[src/sv/bsd_pkg.sv]
`timescale 1ns / 1ps

package bsd_pkg;

  // number of axes of the point and the box
  localparam int AXES = 3;

  // radicand bits taken by each square-root cell (one root bit per cell)
  localparam int RAD_STEP = 2;

endpackage

[src/sv/bsd_front.sv]
`timescale 1ns / 1ps

module bsd_front #(
  parameter int COORD_BITS = 24
) (
  input  logic                         clk,
  input  logic                         rst_n,
  input  logic                         en,
  input  logic                         in_valid,
  input  logic signed [COORD_BITS-1:0] pos_x,
  input  logic signed [COORD_BITS-1:0] pos_y,
  input  logic signed [COORD_BITS-1:0] pos_z,
  input  logic        [COORD_BITS-2:0] half_x,
  input  logic        [COORD_BITS-2:0] half_y,
  input  logic        [COORD_BITS-2:0] half_z,
  output logic                         out_valid,
  output logic [2*COORD_BITS-1:0]      sum_sq,
  output logic signed [COORD_BITS:0]   q_max
);

  localparam int CB = COORD_BITS;
  localparam int SW = 2 * COORD_BITS;

  logic        [CB-1:0] pos_a   [bsd_pkg::AXES];
  logic        [CB-2:0] half_a  [bsd_pkg::AXES];
  logic        [CB-1:0] mag     [bsd_pkg::AXES];
  logic signed [CB:0]   q_w     [bsd_pkg::AXES];
  logic        [CB-1:0] pp_w    [bsd_pkg::AXES];

  // stage 1: q and its positive part per axis
  logic        [CB-1:0] pp_r    [bsd_pkg::AXES];
  logic signed [CB:0]   q_r     [bsd_pkg::AXES];
  logic                 v1_r;
  // stage 2: squares and clamped max
  logic        [SW-1:0] sq_r    [bsd_pkg::AXES];
  logic signed [CB:0]   qm2_r;
  logic signed [CB:0]   qm2_nxt;
  logic                 v2_r;
  // stage 3: sum of squares
  logic        [SW-1:0] sum_r;
  logic signed [CB:0]   qm3_r;
  logic                 v3_r;

  always_comb begin
    pos_a[0]  = pos_x;
    pos_a[1]  = pos_y;
    pos_a[2]  = pos_z;
    half_a[0] = half_x;
    half_a[1] = half_y;
    half_a[2] = half_z;
  end

  // most negative coordinate negates to 2^(CB-1), which an unsigned CB-bit value holds
  for (genvar i = 0; i < bsd_pkg::AXES; i++) begin : g_axis
    always_comb begin
      mag[i]  = pos_a[i][CB-1] ? (~pos_a[i] + CB'(1)) : pos_a[i];
      q_w[i]  = signed'({1'b0, mag[i]} - {2'b00, half_a[i]});
      pp_w[i] = (!q_w[i][CB] && (q_w[i] != '0)) ? q_w[i][CB-1:0] : '0;
    end
  end

  always_comb begin
    qm2_nxt = q_r[0];
    if (q_r[1] > qm2_nxt) qm2_nxt = q_r[1];
    if (q_r[2] > qm2_nxt) qm2_nxt = q_r[2];
    if (!qm2_nxt[CB]) qm2_nxt = '0;
  end

  always_ff @(posedge clk) begin
    if (!rst_n) begin
      v1_r <= 1'b0;
      v2_r <= 1'b0;
      v3_r <= 1'b0;
    end else if (en) begin
      v1_r <= in_valid;
      v2_r <= v1_r;
      v3_r <= v2_r;
    end
  end

  always_ff @(posedge clk) begin
    if (en) begin
      for (int i = 0; i < bsd_pkg::AXES; i++) begin
        pp_r[i] <= pp_w[i];
        q_r[i]  <= q_w[i];
        sq_r[i] <= pp_r[i] * pp_r[i];
      end
      qm2_r <= qm2_nxt;
      // three squares of at most 2^(2CB-2) each stay below 2^(2CB)
      sum_r <= sq_r[0] + sq_r[1] + sq_r[2];
      qm3_r <= qm2_r;
    end
  end

  assign out_valid = v3_r;
  assign sum_sq    = sum_r;
  assign q_max     = qm3_r;

endmodule

[config.mk]
export PLATFORM = sky130hd
export DESIGN_NAME = bsd_front
export DESIGN_NICKNAME = d
export VERILOG_FILES = /design/src/sv/bsd_pkg.sv /design/src/sv/bsd_front.sv
export SDC_FILE = /design/constraint.sdc
export NUM_CORES = 2
export LEC_CHECK = 0
export BUFFER_PORTS_ARGS = -buffer_cell sky130_fd_sc_hd__buf_2
export CAP_MARGIN = 10
export CORE_MARGIN = 3
export CORE_UTILIZATION = 69
export DETAILED_ROUTE_END_ITERATION = 8
export HOLD_SLACK_MARGIN = 0.15
export PLACE_DENSITY = 0.87
export SLEW_MARGIN = 40
export SYNTH_ARGS = -nofsm -noshare
export SYNTH_HDL_FRONTEND = slang
export SYNTH_SLANG_ARGS = --single-unit
[constraint.sdc]
create_clock -name clk -period 15.2 [get_ports clk]
set_clock_uncertainty 0.05 [all_clocks]
set_input_delay 0.76 -clock clk [delete_from_list [all_inputs] [get_ports clk]]
set_output_delay 0.76 -clock clk [all_outputs]
set_load 0.02 [all_outputs]
# Word level (Yosys, flattened, before mapping)

Memories as Yosys holds them, arrays and structs flattened.
Index checks and enable logic that the tools add are counted.

$add $sub $neg: 8
Multiply operators: 3
$lt $le $gt $ge: 2
Muxes and demuxes: 11
Bitwise gates (word level): 3
Reductions and logical operators: 9

Operator list:

| cell                                           | number |
|---|---|
| multiplier 24 x 24 -> 48 bit                   | 3 |
| two-way mux 24 bit                             | 6 |
| adder 48 bit                                   | 2 |
| two-way mux 25 bit                             | 3 |
| nonzero test 25 bit                            | 3 |
| subtractor 24 x 23 -> 25 bit                   | 3 |
| adder 24 x 1 -> 24 bit (second input constant) | 3 |
| inverter 24 bit                                | 3 |
| greater-than comparator 25 bit                 | 2 |
| logical AND 1 bit                              | 3 |
| logical NOT 1 bit                              | 3 |
| two-way mux 1 bit                              | 2 |

Flip-flop bits (word level): 101
Memory bits (writable): 291
Input bits: 145
Output and inout bits: 74
Word-level logic and storage cells: 46
Memories: 3

Memories:

| name | depth | width | read ports | clocked after memory_dff | wr ports | line            | text |
|---|---|---|---|---|---|---|---|
| sq_r | 3     | 48    | 3          | 0                        | 3        | bsd_front.sv:35 | `logic [SW-1:0] sq_r [bsd_pkg::AXES];` |
| q_r  | 3     | 25    | 3          | 0                        | 3        | bsd_front.sv:32 | `logic signed [CB:0] q_r [bsd_pkg::AXES];` |
| pp_r | 3     | 24    | 3          | 0                        | 3        | bsd_front.sv:31 | `logic [CB-1:0] pp_r [bsd_pkg::AXES];` |

# Depth between registers and ports, before layout

Depth in word-level cells: 7
Gate-level depth with buffers: 28
Gate-level depth less buffers: 27

# Worst setup path after synthesis

OpenSTA, ideal clock, no wires.

Kind: register to register
From: memory pp_r[0][2] (netlist name)
To: memory sq_r[0][46] (netlist name) (data pin)
Library setup time: 0.258 ns
Data arrival time: 6.899 ns
Data required time: 14.892 ns
Setup slack: 7.994 ns
Cell stages (with the launch flop): 28
Buffers on the path: 1
Clock period less this slack: 7.206 ns
Cell sequence: edfxtp_1 clkbuf_1 nand2_1 fa_1 inv_1 fa_1 inv_1 fa_1 inv_1 fa_1 inv_1 fa_1 inv_1 fa_1 inv_1 fa_1 inv_1 ha_1 a21oi_1 a21boi_0 a2111oi_2 a32o_1 o21ai_0 o2111ai_1 nand3_1 a31o_2 a21oi_1 xnor2_1

RTL lines:

| item               | line |
|---|---|
| start: declaration | bsd_front.sv:31 |
| end: declaration   | bsd_front.sv:35 |

==> metrics <==
status completed; Setup CP Type register to register; Max Cap Viol 0; commonest non-fill, non-tap cell in the layout inv_1; Yosys cell types 77; final slew viol count 0; number of synthesized flops with an enable pin 386; CTS Hold Buffers Added 0; height of the die 326 µm; starting density of the core 70.1%; Yosys Warn Count 0; number of port buffers ~220; total CTS buffers 45; synthesized flop and latch total 389; FILL cells 6605; met2 Usage GRT between 50% and 60%; pin count of the biggest net entering global routing ~100; GRT met3 Usage 5.31%; CTS tree yes; final wirelength approximately 170000 µm; # Post-CTS Setup Buffers 0; post-DP HPWL 143000 µm; 1st-iter DRT viols between 3k and 4k; post-CTS sizing 0; Place WS between 7000 and 8000 ps; # clock sinks 389; crit share post-route 55.6%; crit end category register; share of layout cells above drive strength 1 5.88%; commonest non-fill, non-tap cells in the layout inv_1 (1938), fa_1 (1315), ha_1 (699); die width about 330 µm; routed len/inst 19.8 µm; actual slew at the worst max-slew pin 807 ps; GRT Util Overall 34.0%; Hold Path Class input port to register; io pins roughly 220; Async S/R FF share, synth 0%; Netlist Area Pre-Place between 70000 and 80000 µm²; Worst Path Max Fanout 22; Row Count 116; Data required, critical path 15530 ps; Top FF cell, synth edfxtp_1; die area 106000 µm²; Longest Clk Path Bufs 3; crit path cell chain inv_1, nor2_1, inv_1, fa_1, inv_1, fa_1, fa_1, fa_1, fa_1, fa_1, inv_1, fa_1, inv_1, ha_1, a21o_1, a21o_1, a21o_1, a211oi_1, o21ai_0, o211ai_1, o31ai_1, a31o_2, a221oi_1, xnor2_1; GRT met1 Usage 40.7%; sequential element share of the synthesized area 16.5%; global route total overflow 0; Fin. Hold Viols 0; clk slew on worst S/H paths 70 ps; CP max stage cell edfxtp_1; WP data arrival 8780 ps; clock root cell clkbuf_16; Setup-failing EPs final 0; Critical Path Source Type register; Period minus WS final 8450 ps; first-pass GRT wire length 284000 µm; fmax 118 MHz; Mapped Avg Cell Area 9.77 µm²; initial antenna violation count 5; routed vias/inst 5.79; synth-to-layout area growth 6.09%; first-pass iteration count of the detailed router 9; relative slew slack 44.8%; cell mode on critical path fa_1; final worst slack 6750 ps; GPL Wtd Cong 0.987; via count 50.8k; largest stage delay on the critical path 870 ps; Most Crowded Layer GR met2; NumNets Final 9537; Post-DRT Antenna Nets 0; Worst-Skew Late Latency 630 ps; core area 101000 µm²; Syn Inst Count 7224; RSZ-0062 raised after global routing no; H-tree depth 2; DRC Markers 0; vias in the first global route 56.4k; Setup TNS 0 ps
-- cell usage after synthesis, types with 9 or more instances --
library cell  instances  share of area (%)
o41ai_1              12               0.15
a211oi_1             27               0.29
mux2i_1              30               0.43
o211ai_1             19               0.20
nor2_1              192                1.0
nand3_1              50               0.35
a21o_1              118                1.3
a21oi_1             266                1.9
inv_1              1938                 10
and2_1              349                3.1
nand2_1             601                3.2
fa_1               1315                 37
edfxtp_1            386                 16
or2_2                45               0.40
o21bai_1             37               0.39
nand2b_1             25               0.22
a31oi_1              22               0.19
a2111oi_0            10               0.12
o21a_1               46               0.49
o21ai_0             160                1.1
and4_1                9               0.11
or3_1                12               0.11
and3_1               20               0.18
nor2b_1             108               0.96
xor2_1               83                1.0
nor3_1               38               0.27
xnor2_1             235                2.9
or4_1                12               0.13
clkbuf_1            185               0.98
nand4_1              40               0.35
ha_1                699                 12
o31ai_1              26               0.28
-- worst paths after layout --
path / startpoint / end / slack (ps) / cells past startpoint
worst min register to register: qm2_r[15] / q_max[15] / 370 / 0
worst max register to register: pp_r[0][32] / sq_r[0][95] / 6750 / 24
worst max-delay path: pp_r[0][32] / sq_r[0][95] / 6750 / 24
worst min-delay path: rst_n / v2_r / 320 / 2
-- routing by layer --
layer / part of all wire [%] / vias up
met5: 0.016 / -
met4: 7.8 / 4
met3: 8.0 / 685
met2: 49 / 2336
met1: 35 / 25257
li1: - / 22480
-- state kept, by name, summed over array words and instances, names as in the netlist --
signal / count
out_valid: 1
sq_r: 141
v1_r: 1
sum_sq: 48
q_max: 25
v2_r: 1
qm2_r: 25
pp_r: 72
q_r: 75
-- worst max-delay path: cells and delay by family (launching register included) --
kind,cells,cell delay [ps]
XOR/XNOR,1,110
buffers and inverters,5,590
AO/OA/AOI/OAI,9,2570
adder cells (fa/ha/maj),8,3690
AND/OR/NAND/NOR,1,320
flip-flops,1,870
-- layout make-up --
type / instances / area [µm²] / share of cell area [%]
Antenna cell: 2 / 5.00 / 0.00668
Clock buffer: 52 / 1150 / 1.54
Clock inverter: 28 / 363 / 0.485
Inverter: 1938 / 7270 / 9.71
Multi-Input combinational cell: 4708 / 50900 / 68.0
Sequential cell: 389 / 11700 / 15.6
Tap cell: 1357 / 1700 / 2.27
Timing Repair Buffer: 296 / 1790 / 2.39
-- logic make-up after synthesis --
family          count (synthesis)  share of synthesized area (%)
simple gates                 1531                           10.8
buf+inv                      2129                           11.3
fa+ha+maj                    2014                           49.7
mux                            36                          0.521
xor+xnor                      318                           3.95
compound gates                806                           7.22
flops                         389                           16.5
other cells                     1                        0.00531
-- metrics by stage --
step | util (%) | hold slack (ps) | instances | area [µm²]
2_1_floorplan | - | 350 | 7226 | 70600
3_3_place_gp | 72.6 | 355 | 8671 | 73100
3_5_place_dp | 72.7 | 355 | 8678 | 73200
4_1_cts | 74.2 | 300 | 8758 | 74700
5_1_grt | 74.3 | 340 | 8768 | 74900
6_report | 74.3 | 322 | 8770 | 74900
Power is left out: the tool's default activity adds up to more than one toggle a clock period on the data nets, which glitch-free logic cannot reach.
