===== src/sv/bsd_pkg.sv =====
`timescale 1ns / 1ps

package bsd_pkg;

  // number of axes of the point and the box
  localparam int AXES = 3;

  // radicand bits taken by each square-root cell (one root bit per cell)
  localparam int RAD_STEP = 2;

endpackage


===== src/sv/bsd_sqrt_cell.sv =====
`timescale 1ns / 1ps

module bsd_sqrt_cell #(
  parameter int COORD_BITS = 24
) (
  input  logic                         clk,
  input  logic                         rst_n,
  input  logic                         en,
  input  logic                         i_valid,
  input  logic [2*COORD_BITS-1:0]      i_rad,
  input  logic [COORD_BITS+1:0]        i_rem,
  input  logic [COORD_BITS-1:0]        i_root,
  input  logic signed [COORD_BITS:0]   i_qmax,
  output logic                         o_valid,
  output logic [2*COORD_BITS-1:0]      o_rad,
  output logic [COORD_BITS+1:0]        o_rem,
  output logic [COORD_BITS-1:0]        o_root,
  output logic signed [COORD_BITS:0]   o_qmax
);

  localparam int CB = COORD_BITS;
  localparam int SW = 2 * COORD_BITS;
  localparam int RW = COORD_BITS + 2;
  localparam int TW = RW + bsd_pkg::RAD_STEP;

  logic [TW-1:0]  rem_sh;
  logic [TW-1:0]  trial;
  logic           fit;
  logic [RW-1:0]  rem_nxt;
  logic [CB-1:0]  root_nxt;
  logic [SW-1:0]  rad_nxt;

  logic           valid_r;
  logic [SW-1:0]  rad_r;
  logic [RW-1:0]  rem_r;
  logic [CB-1:0]  root_r;
  logic signed [CB:0] qmax_r;

  // one restoring step: bring down two radicand bits, try 4*root+1
  always_comb begin
    rem_sh   = {i_rem, i_rad[SW-1 -: bsd_pkg::RAD_STEP]};
    trial    = {2'b00, i_root, bsd_pkg::RAD_STEP'(1)};
    fit      = (rem_sh >= trial);
    rem_nxt  = fit ? RW'(rem_sh - trial) : RW'(rem_sh);
    root_nxt = {i_root[CB-2:0], fit};
    rad_nxt  = {i_rad[SW-1-bsd_pkg::RAD_STEP:0], {bsd_pkg::RAD_STEP{1'b0}}};
  end

  always_ff @(posedge clk) begin
    if (!rst_n) begin
      valid_r <= 1'b0;
    end else if (en) begin
      valid_r <= i_valid;
    end
  end

  always_ff @(posedge clk) begin
    if (en) begin
      rad_r  <= rad_nxt;
      rem_r  <= rem_nxt;
      root_r <= root_nxt;
      qmax_r <= i_qmax;
    end
  end

  assign o_valid = valid_r;
  assign o_rad   = rad_r;
  assign o_rem   = rem_r;
  assign o_root  = root_r;
  assign o_qmax  = qmax_r;

endmodule


===== config.mk =====
export PLATFORM = sky130hd
export DESIGN_NAME = bsd_sqrt_cell
export DESIGN_NICKNAME = d
export VERILOG_FILES = /design/src/sv/bsd_pkg.sv /design/src/sv/bsd_sqrt_cell.sv
export SDC_FILE = /design/constraint.sdc
export NUM_CORES = 1
export LEC_CHECK = 0
export BUFFER_PORTS_ARGS = -buffer_cell sky130_fd_sc_hd__buf_2
export CAP_MARGIN = 20
export CORE_UTILIZATION = 35
export CTS_CLUSTER_SIZE = 10
export DETAILED_ROUTE_END_ITERATION = 6
export PLACE_DENSITY = 0.61
export SETUP_SLACK_MARGIN = 0.02
export SYNTH_ARGS = -nofsm -noshare
export SYNTH_HDL_FRONTEND = slang
export SYNTH_SLANG_ARGS = --single-unit

===== constraint.sdc =====
create_clock -name clk -period 3.6 [get_ports clk]
set_clock_uncertainty 0.05 [all_clocks]
set_input_delay 0.54 -clock clk [delete_from_list [all_inputs] [get_ports clk]]
set_output_delay 0.54 -clock clk [all_outputs]
set_load 0.03 [all_outputs]

### Yosys cells after proc, flatten, opt, wreduce, memory -nomap -nowiden

Cells that the tools add are included.

* $add $sub $neg: 1
* $lt $le $gt $ge: 1
* mux-type cells: 1

Operators with widths (number)
* >= comparator 28 x 26 -> 1 bit: 1
* two-way mux 26 bit: 1
* subtractor 26 bit: 1

* register bits: 122
* input port bits: 127
* output and inout bits: 124
* logic and storage cells: 8

### Depth between registers and ports, before layout

Gate-level depths: netlist of the first run.

* depth in word-level cells: 2
* depth in mapped cells: 11
* gate-level depth less buffers: 10

### Least setup slack after synthesis of the first run

No wires, ideal clock.

* kind: input to register
* start: input port i_root[0]
* end: register rem_r[10] (netlist: o_rem[10]), data pin
* setup time: 0.260 ns
* arrival time: 2.537 ns
* data required time: 3.290 ns
* path slack: 0.753 ns
* stages on the path: 11
* buffers on the path: 1
* path through: inv_1 > ha_1 > nand2b_1 > a211o_1 > a21oi_2 > o211ai_2 > a31oi_2 > nor2_2 > o21ai_4 > buf_12 > mux2_4

* cells in the longest elaborated chain, start to end: 2
* elaborated cells on any way between the ends: 3
* classes of those cells: 1 x add/sub; 1 x order compare; 1 x mux

RTL lines
* start, declared: RTL line bsd_sqrt_cell.sv:12 `input logic [COORD_BITS-1:0] i_root,`
* subtractor 26 bit / >= comparator 28 x 26 -> 1 bit (equally long branches): RTL line bsd_sqrt_cell.sv:44, bsd_sqrt_cell.sv:43
* two-way mux 26 bit *: RTL line bsd_sqrt_cell.sv:44 `rem_nxt = fit ? RW'(rem_sh - trial) : RW'(rem_sh);`
* net rem_nxt[10]: RTL line bsd_sqrt_cell.sv:29 `logic [RW-1:0] rem_nxt;`
* end signal, assigned: RTL line bsd_sqrt_cell.sv:60 `rem_r <= rem_nxt;`
* end, declared: RTL line bsd_sqrt_cell.sv:35 `logic [RW-1:0] rem_r;`

The timed path passes the listed nets; every way through them passes the cells marked *.
A chain may end at the register's enable or synchronous reset.

### Worst setup path after layout of the first run

* start: input port i_root[0]
* end: register rem_r[4] (netlist: o_rem[4]), data pin

The elaborated chain is that of the path after synthesis.

==> summary.txt, run 1 <==
status: complete, no violations
Iteration-0 DRC Markers: 167
die height: 127.5 um
CP Data Arrival Time: 2890 ps
RSZ-0062 raised after global routing: no
max cap viols: 0
drt pass-1 iters: 5
Yosys reg bits: 122
first-pass GRT wire length: 20,200 um
Worst-Margin Slew: 636.6 ps
CP top delay family: compound AO/OA/AOI/OAI gates
clock-pin slew on the worst setup and hold paths: 60 ps
VDD IR max: 0.0003215 V
postcts setup bufs: 0
CTS Hold Bufs: 0
mapped cell area: 0.005513 mm^2
die width: 127.5 um
Post-CTS Resized: 0
GPL Wtd Cong: 0.7860
leading area contributor after synthesis: edfxtp_1
final number of hold-violating endpoints: 0
GRT Resource Usage Total: 16.84%
R2R Setup Slk: 2970 ps
Hold EP: o_qmax[23]
synth warn: 0
final setup margin: 815.5 ps
Cells after Synth: 373
count of final setup violators: 0
# rows: 45
Tmin final: 2784 ps
vias in the first global route: 3,906
Setup TNS Final: 0 ps
vias: 4,012
Die ar.: 0.01626 mm^2
kind of critical path: in2reg
dpl hpwl: 10,550 um
core area: 0.01531 mm^2
Worst-Skew Late Latency: 410 ps
Num CTS Buffers: 17
Post-synth EDFFs: 121
top_reg_cell synth: edfxtp_1
Setup Slack @ Placement: 367.8 ps
H-tree depth: 4
r2r startpoint: o_valid
Worst setup SP type: input pin
Leak: 3.436 nW
share of cells above drive strength 1: 47.77%
Slew Limit Fails: 0
CTS max path bufs: 2
reg2reg end: o_valid
CTS tree: yes
Overall Power: 4.415 mW
Final Cycle Share: 77.35%
Hold Crit Class: in2reg
Hold Startpoint: i_qmax[23]
final core utilization: 49.77%
I/O pin count: 251
drt total wl: 13,860 um
WP data required: 3710 ps
most frequent cells in the layout: buf_2, edfxtp_1, inv_1
DR DRC count: 0
CP Capture Type: flip-flop
antenna diode count: 0
Worst R2R Path Depth: 2
Max Fclk: 0.3591 GHz
vias per inst: 4.654
synth unique cells: 51
Area Growth Syn to Fin: 38.27%
initial antenna violation count: 1
critical path peak fanout: 26
commonest non-fill, non-tap cell in the layout: buf_2
largest net degree at the start of global routing: 67
Worst slew margin: 57.56%
P per Cell Area: 579.2 mW/mm^2
CTS root buf: clkbuf_16
Largest stage delay, worst path: 380 ps
Slowest cell on crit path: ha_1
syn avg cell area: 14.78 um^2
WHS Path Cells: 1
DR WL/cell: 16.07 um
crit path buf inv count: 3
largest cells by area after synthesis: edfxtp_1, ha_1, mux2_4
clk sinks: 122
Initial Util: 36.00%
async set-reset flop share out of synthesis: 0%
IO Port Bufs: 248
GRT overflow: 0
critical path cell sequence: buf_2 > inv_1 > ha_1 > nand2b_1 > a211o_1 > a21oi_2 > o211ai_2 > a31oi_2 > nor2_2 > o21ai_4 > buf_12 > mux2_2
Synth top area share: 65.91%
remaining antenna violation count after routing: 0
# fillers: 1,419
nets: 791
sequential fraction of the synthesis area: 66.27%
[registers in the layout, indices dropped and copies added, names as in the netlist]
name / count
o_valid: 1
o_rad: 46
o_rem: 26
o_root: 24
o_qmax: 25
[worst reg2reg max path: cells and delay by family (launching register included)]
kind          cells  cell delay, ps
simple gates      1              60
flops             1             300
mux               1             110
[synth_stat cells (2+ instances only)]
library cell  count
edfxtp_1        121
xnor2_1          13
ha_1             26
nor2_1           16
buf_2             2
buf_12            2
mux2_4           16
and3_1            3
a211oi_1          6
o21ai_0          15
nor2b_1           4
a21oi_1          21
mux2i_1           3
a41oi_1           2
nand4_1           2
o31ai_1           2
nand2_1          21
o21a_1            3
xor2_1           10
buf_4             2
nor3_1            6
nand2b_1          3
nor2_2            2
o211ai_1          2
mux2_2            6
inv_1            30
a21o_1            6
o21bai_1          2
and4_1            2
and2_1            3
[power breakdown]
part | leakage [nW] | switching [mW] | internal [mW] | total (mW)
Clock | 0.294 | 0.665 | 1.11 | 1.77
Sequential | 1.19 | 0.0347 | 1.73 | 1.76
Combinational | 1.95 | 0.560 | 0.320 | 0.880
Total | 3.44 | 1.26 | 3.16 | 4.42
[metal layers]
metal	track usage [%]	vias to the layer above	wire [um]
li1	-	1927	-
met1	18.15	1912	5476
met2	30.63	155	7193
met3	5.528	16	1021
met4	6.162	2	152
met5	0	-	13
[worst max path at each step]
stage	cells after the start	from	endpoint	slack, ps
2_1_floorplan	11	i_root[0]	o_rem[10]	750
5_1_grt	11	i_root[1]	o_rem[19]	640
3_5_place_dp	12	i_root[0]	o_rem[4]	370
3_3_place_gp	12	i_root[7]	o_rem[7]	390
6_report	12	i_root[0]	o_rem[4]	820
4_1_cts	12	i_root[0]	o_rem[4]	800
[through the flow]
stage                     cell area (um^2)  cells  hold slack, ps
after floorplan                       5517    374           588.9
after global placement                7007    830           447.7
after detailed placement              7007    830           454.4
after CTS                             7622    862           227.8
after global routing                  7622    862           226.7
final                                 7622    862           249.7
[area by class of cell]
cell class                 count  area, um^2  share of cell area [%]
clock buffer                  18       429.2                   5.630
inverter                      30       112.6                   1.477
sequential                   122        3654                   47.93
timing repair buffer         251        1291                   16.94
clock inverter                14       186.4                   2.446
tap                          211       264.0                   3.464
multi-input combinational    216        1685                   22.11
[cell families after synthesis]
group,Yosys count,share of synthesized area (%)
other,1,0.06802
adder cells (fa/ha/maj),26,5.901
XOR/XNOR,23,3.654
AO/OA/AOI/OAI,72,8.670
flip-flops,122,66.27
multiplexers,25,6.128
AND/OR/NAND/NOR,68,6.083
buffers and inverters,36,3.223
Note: power is estimated with default switching activity, not from simulation.
==> inputs of run 2 (changes only) <==
- ABC_AREA: not set -> 1
- PLACE_DENSITY: 0.61 -> 0.62
- clock period: 3.6 -> 2.3 ns (I/O delays scaled with it)
==> summary.txt, run 2 <==
status: complete, no violations
Tmin final: 1811 ps
I/O pin count: 251 (unchanged)
syn avg cell area: 9.728 um^2 (-34%)
top_reg_cell synth: edfxtp_1
DR DRC count: 0 (unchanged)
Int Pwr: 4.886 mW (+55%)
Die ar.: 0.01807 mm^2 (+11%)
CTS tree: yes
Compound-Gate Fraction of Synth Area: 2.874% (-5.8 points)
mapped cell area: 0.006138 mm^2 (+11%)
max cap viols: 0 (unchanged)
initial antenna violation count: 2 (+1)
CP top delay family: simple AND/OR/NAND/NOR gates
drt total wl: 17,190 um (+24%)
R2R Setup Slk: 1590 ps (-1380 ps)
nets: 1,061 (+34%)
kind of critical path: in2reg
leading area contributor after synthesis: edfxtp_1
Hold Crit Class: in2reg
CP Capture Type: flip-flop
vias: 5,096 (+27%)
Worst setup SP type: input pin
final instance area: 0.008412 mm^2 (+10%)
dpl hpwl: 13,600 um (+29%)
H-tree depth: 4 (unchanged)
final number of hold-violating endpoints: 0 (unchanged)
remaining antenna violation count after routing: 0 (unchanged)
Overall Power: 6.974 mW (+58%)
count leader, synth: nand2_1
synth warn: 0 (unchanged)
Final Cycle Share: 78.72%
largest family of logic cells by synthesized area: simple AND/OR/NAND/NOR gates
die width: 134.4 um (+5.4%)
Synth Area in Simple Gates: 21.46% (+15 points)
Slowest cell on crit path: ha_1
CP Data Arrival Time: 1900 ps (-990 ps)
CTS max path bufs: 2 (unchanged)
Cells after Synth: 631 (+69%)
die height: 134.4 um (+5.4%)
core area: 0.01724 mm^2 (+13%)
drt pass-1 iters: 5 (unchanged)
largest cells by area after synthesis: edfxtp_1, nand2_1, inv_1
mux cell area share after synthesis: 0% (-6.1 points)
sequential fraction of the synthesis area: 59.52% (-6.8 points)
Leak: 4.275 nW (+24%)
IO Port Bufs: 248 (unchanged)
Comb power frac: 20.6% (+0.7 points)
max reg flops: 46 (unchanged)
Area Growth Syn to Fin: 37.04%
async set-reset flop share out of synthesis: 0% (unchanged)
VDD IR max: 0.0004774 V (+48%)
Synth Area in Adders: 5.300% (-0.60 points)
Largest stage delay, worst path: 320 ps (-60 ps)
sw frac: 29.93% (+1.4 points)
Synth top area share: 59.19% (-6.7 points)
postcts setup bufs: 0 (unchanged)
GRT Resource Usage Total: 19.21% (+2.4 points)
Post-DP Area: 0.007792 mm^2 (+11%)
Post-synth EDFFs: 121 (unchanged)
DR WL/cell: 14.98 um (-6.8%)
most common library cells after synthesis: nand2_1, inv_1, edfxtp_1, nor2_1, ha_1
final core utilization: 48.80% (-0.97 points)
share of cells above drive strength 1: 34.31% (-13 points)
first-pass GRT wire length: 25,880 um (+28%)
count of final setup violators: 0 (unchanged)
Initial Util: 35.61% (-0.38 points)
clk sinks: 122 (unchanged)
# rows: 48 (+6.7%)
XOR/XNOR Fraction of Synth Area: 1.855% (-1.8 points)
RSZ-0062 raised after global routing: no
commonest non-fill, non-tap cell in the layout: buf_2
P per Cell Area: 829.0 mW/mm^2 (+43%)
CTS root buf: clkbuf_16
worst hold margin: 56.34 ps (-193.4 ps)
Worst-Skew Late Latency: 410 ps (about the same)
clock-pin slew on the worst setup and hold paths: 60 ps (about the same)
Num CTS Buffers: 17 (unchanged)
most frequent cells in the layout: buf_2, nand2_1, inv_1
CTS Hold Bufs: 0 (unchanged)
largest net degree at the start of global routing: 67 (unchanged)
Setup TNS Final: 0 ps (unchanged)
Iteration-0 DRC Markers: 261 (+56%)
GRT overflow: 0 (unchanged)
GPL Wtd Cong: 0.8732 (+11%)
WP data required: 2390 ps (-1320 ps)
Clock Power Share: 39.9% (-0.2 points)
Slew Limit Fails: 0 (unchanged)
critical path peak fanout: 21 (-19%)
vias per inst: 4.443 (-4.5%)
crit path buf inv count: 3 (unchanged)
synth unique cells: 33 (-35%)
Yosys reg bits: 122 (unchanged)
Flop pwr share: 39.5% (-0.4 points)
Net Sw Power: 2.087 mW (+66%)
critical path cell sequence: buf_2 > inv_1 > ha_1 > nand2_1 > nor2_1 > nand2_1 > nor2_1 > nand2_2 > nand3_2 > buf_12 > o21ai_0
Post-CTS Resized: 0 (unchanged)
Max Fclk: 0.5523 GHz
vias in the first global route: 4,915 (+26%)
==> run 2: cell count changes after synthesis, moves of 9 or more <==
cell and delta:
nand2_1 +185, inv_1 +94, nand3_1 +22, nand4_1 +18, mux2_4 -16, xnor2_1 -12, nor2_1 +11, a21oi_1 -9
==> run 2: final timing paths <==
path,from,to,depth (start not counted)
min reg2reg,o_valid,o_valid,2
min,i_qmax[2],o_qmax[2],1
max,i_root[19],o_rem[10],11
max reg2reg,o_valid,o_valid,2
==> run 2: cells by family after synthesis <==
kind of cell               count (synthesis)
and+or+nand+nor                          300
DFF                                      122
xor gates and xnor gates                  13
AOI/OAI and AO/OA                         31
buffers and inverters                    138
adders and majority gates                 26
other                                      1
==> run 2: routing by layer <==
metal / global-route usage [%] / part of all wire, % / vias to the layer above / wire, um
met5: 0 / 0.076 / - / 13
met4: 5.993 / 1.4 / 2 / 233
met3: 4.989 / 6.3 / 16 / 1081
met2: 34.43 / 50 / 178 / 8674
met1: 22.31 / 42 / 2295 / 7182
li1: - / - / 2605 / -
==> run 2: cell type report <==
cell class | instances | area, um^2
clock buffers | 18 | 429.2
fillers | 1689 | 8825
multi-input cells | 372 | 1941
flip-flops and latches | 122 | 3654
inverters | 128 | 480.5
repair buffers | 267 | 1436
well taps | 225 | 281.5
clock inverters | 14 | 187.7
diodes | 1 | 2.502
==> run 2: power groups by stage <==
stage / clock network (mW) / registers [mW] / logic [mW]
finish: 2.78 / 2.75 / 1.44
global route: 2.95 / 2.77 / 1.57
CTS: 2.87 / 2.76 / 1.45
detailed placement: 0 / 2.80 / 1.45
global placement: 0 / 2.80 / 1.43
floorplan: 0 / 3.23 / 0.480
==> run 2: metrics by stage <==
step | setup WS (ps) | cells
finish | 489.5 | 1147
global route | 270.6 | 1146
CTS | 511.3 | 1146
detailed placement | 64.76 | 1114
global placement | 46.75 | 1114
floorplan | 277.7 | 632
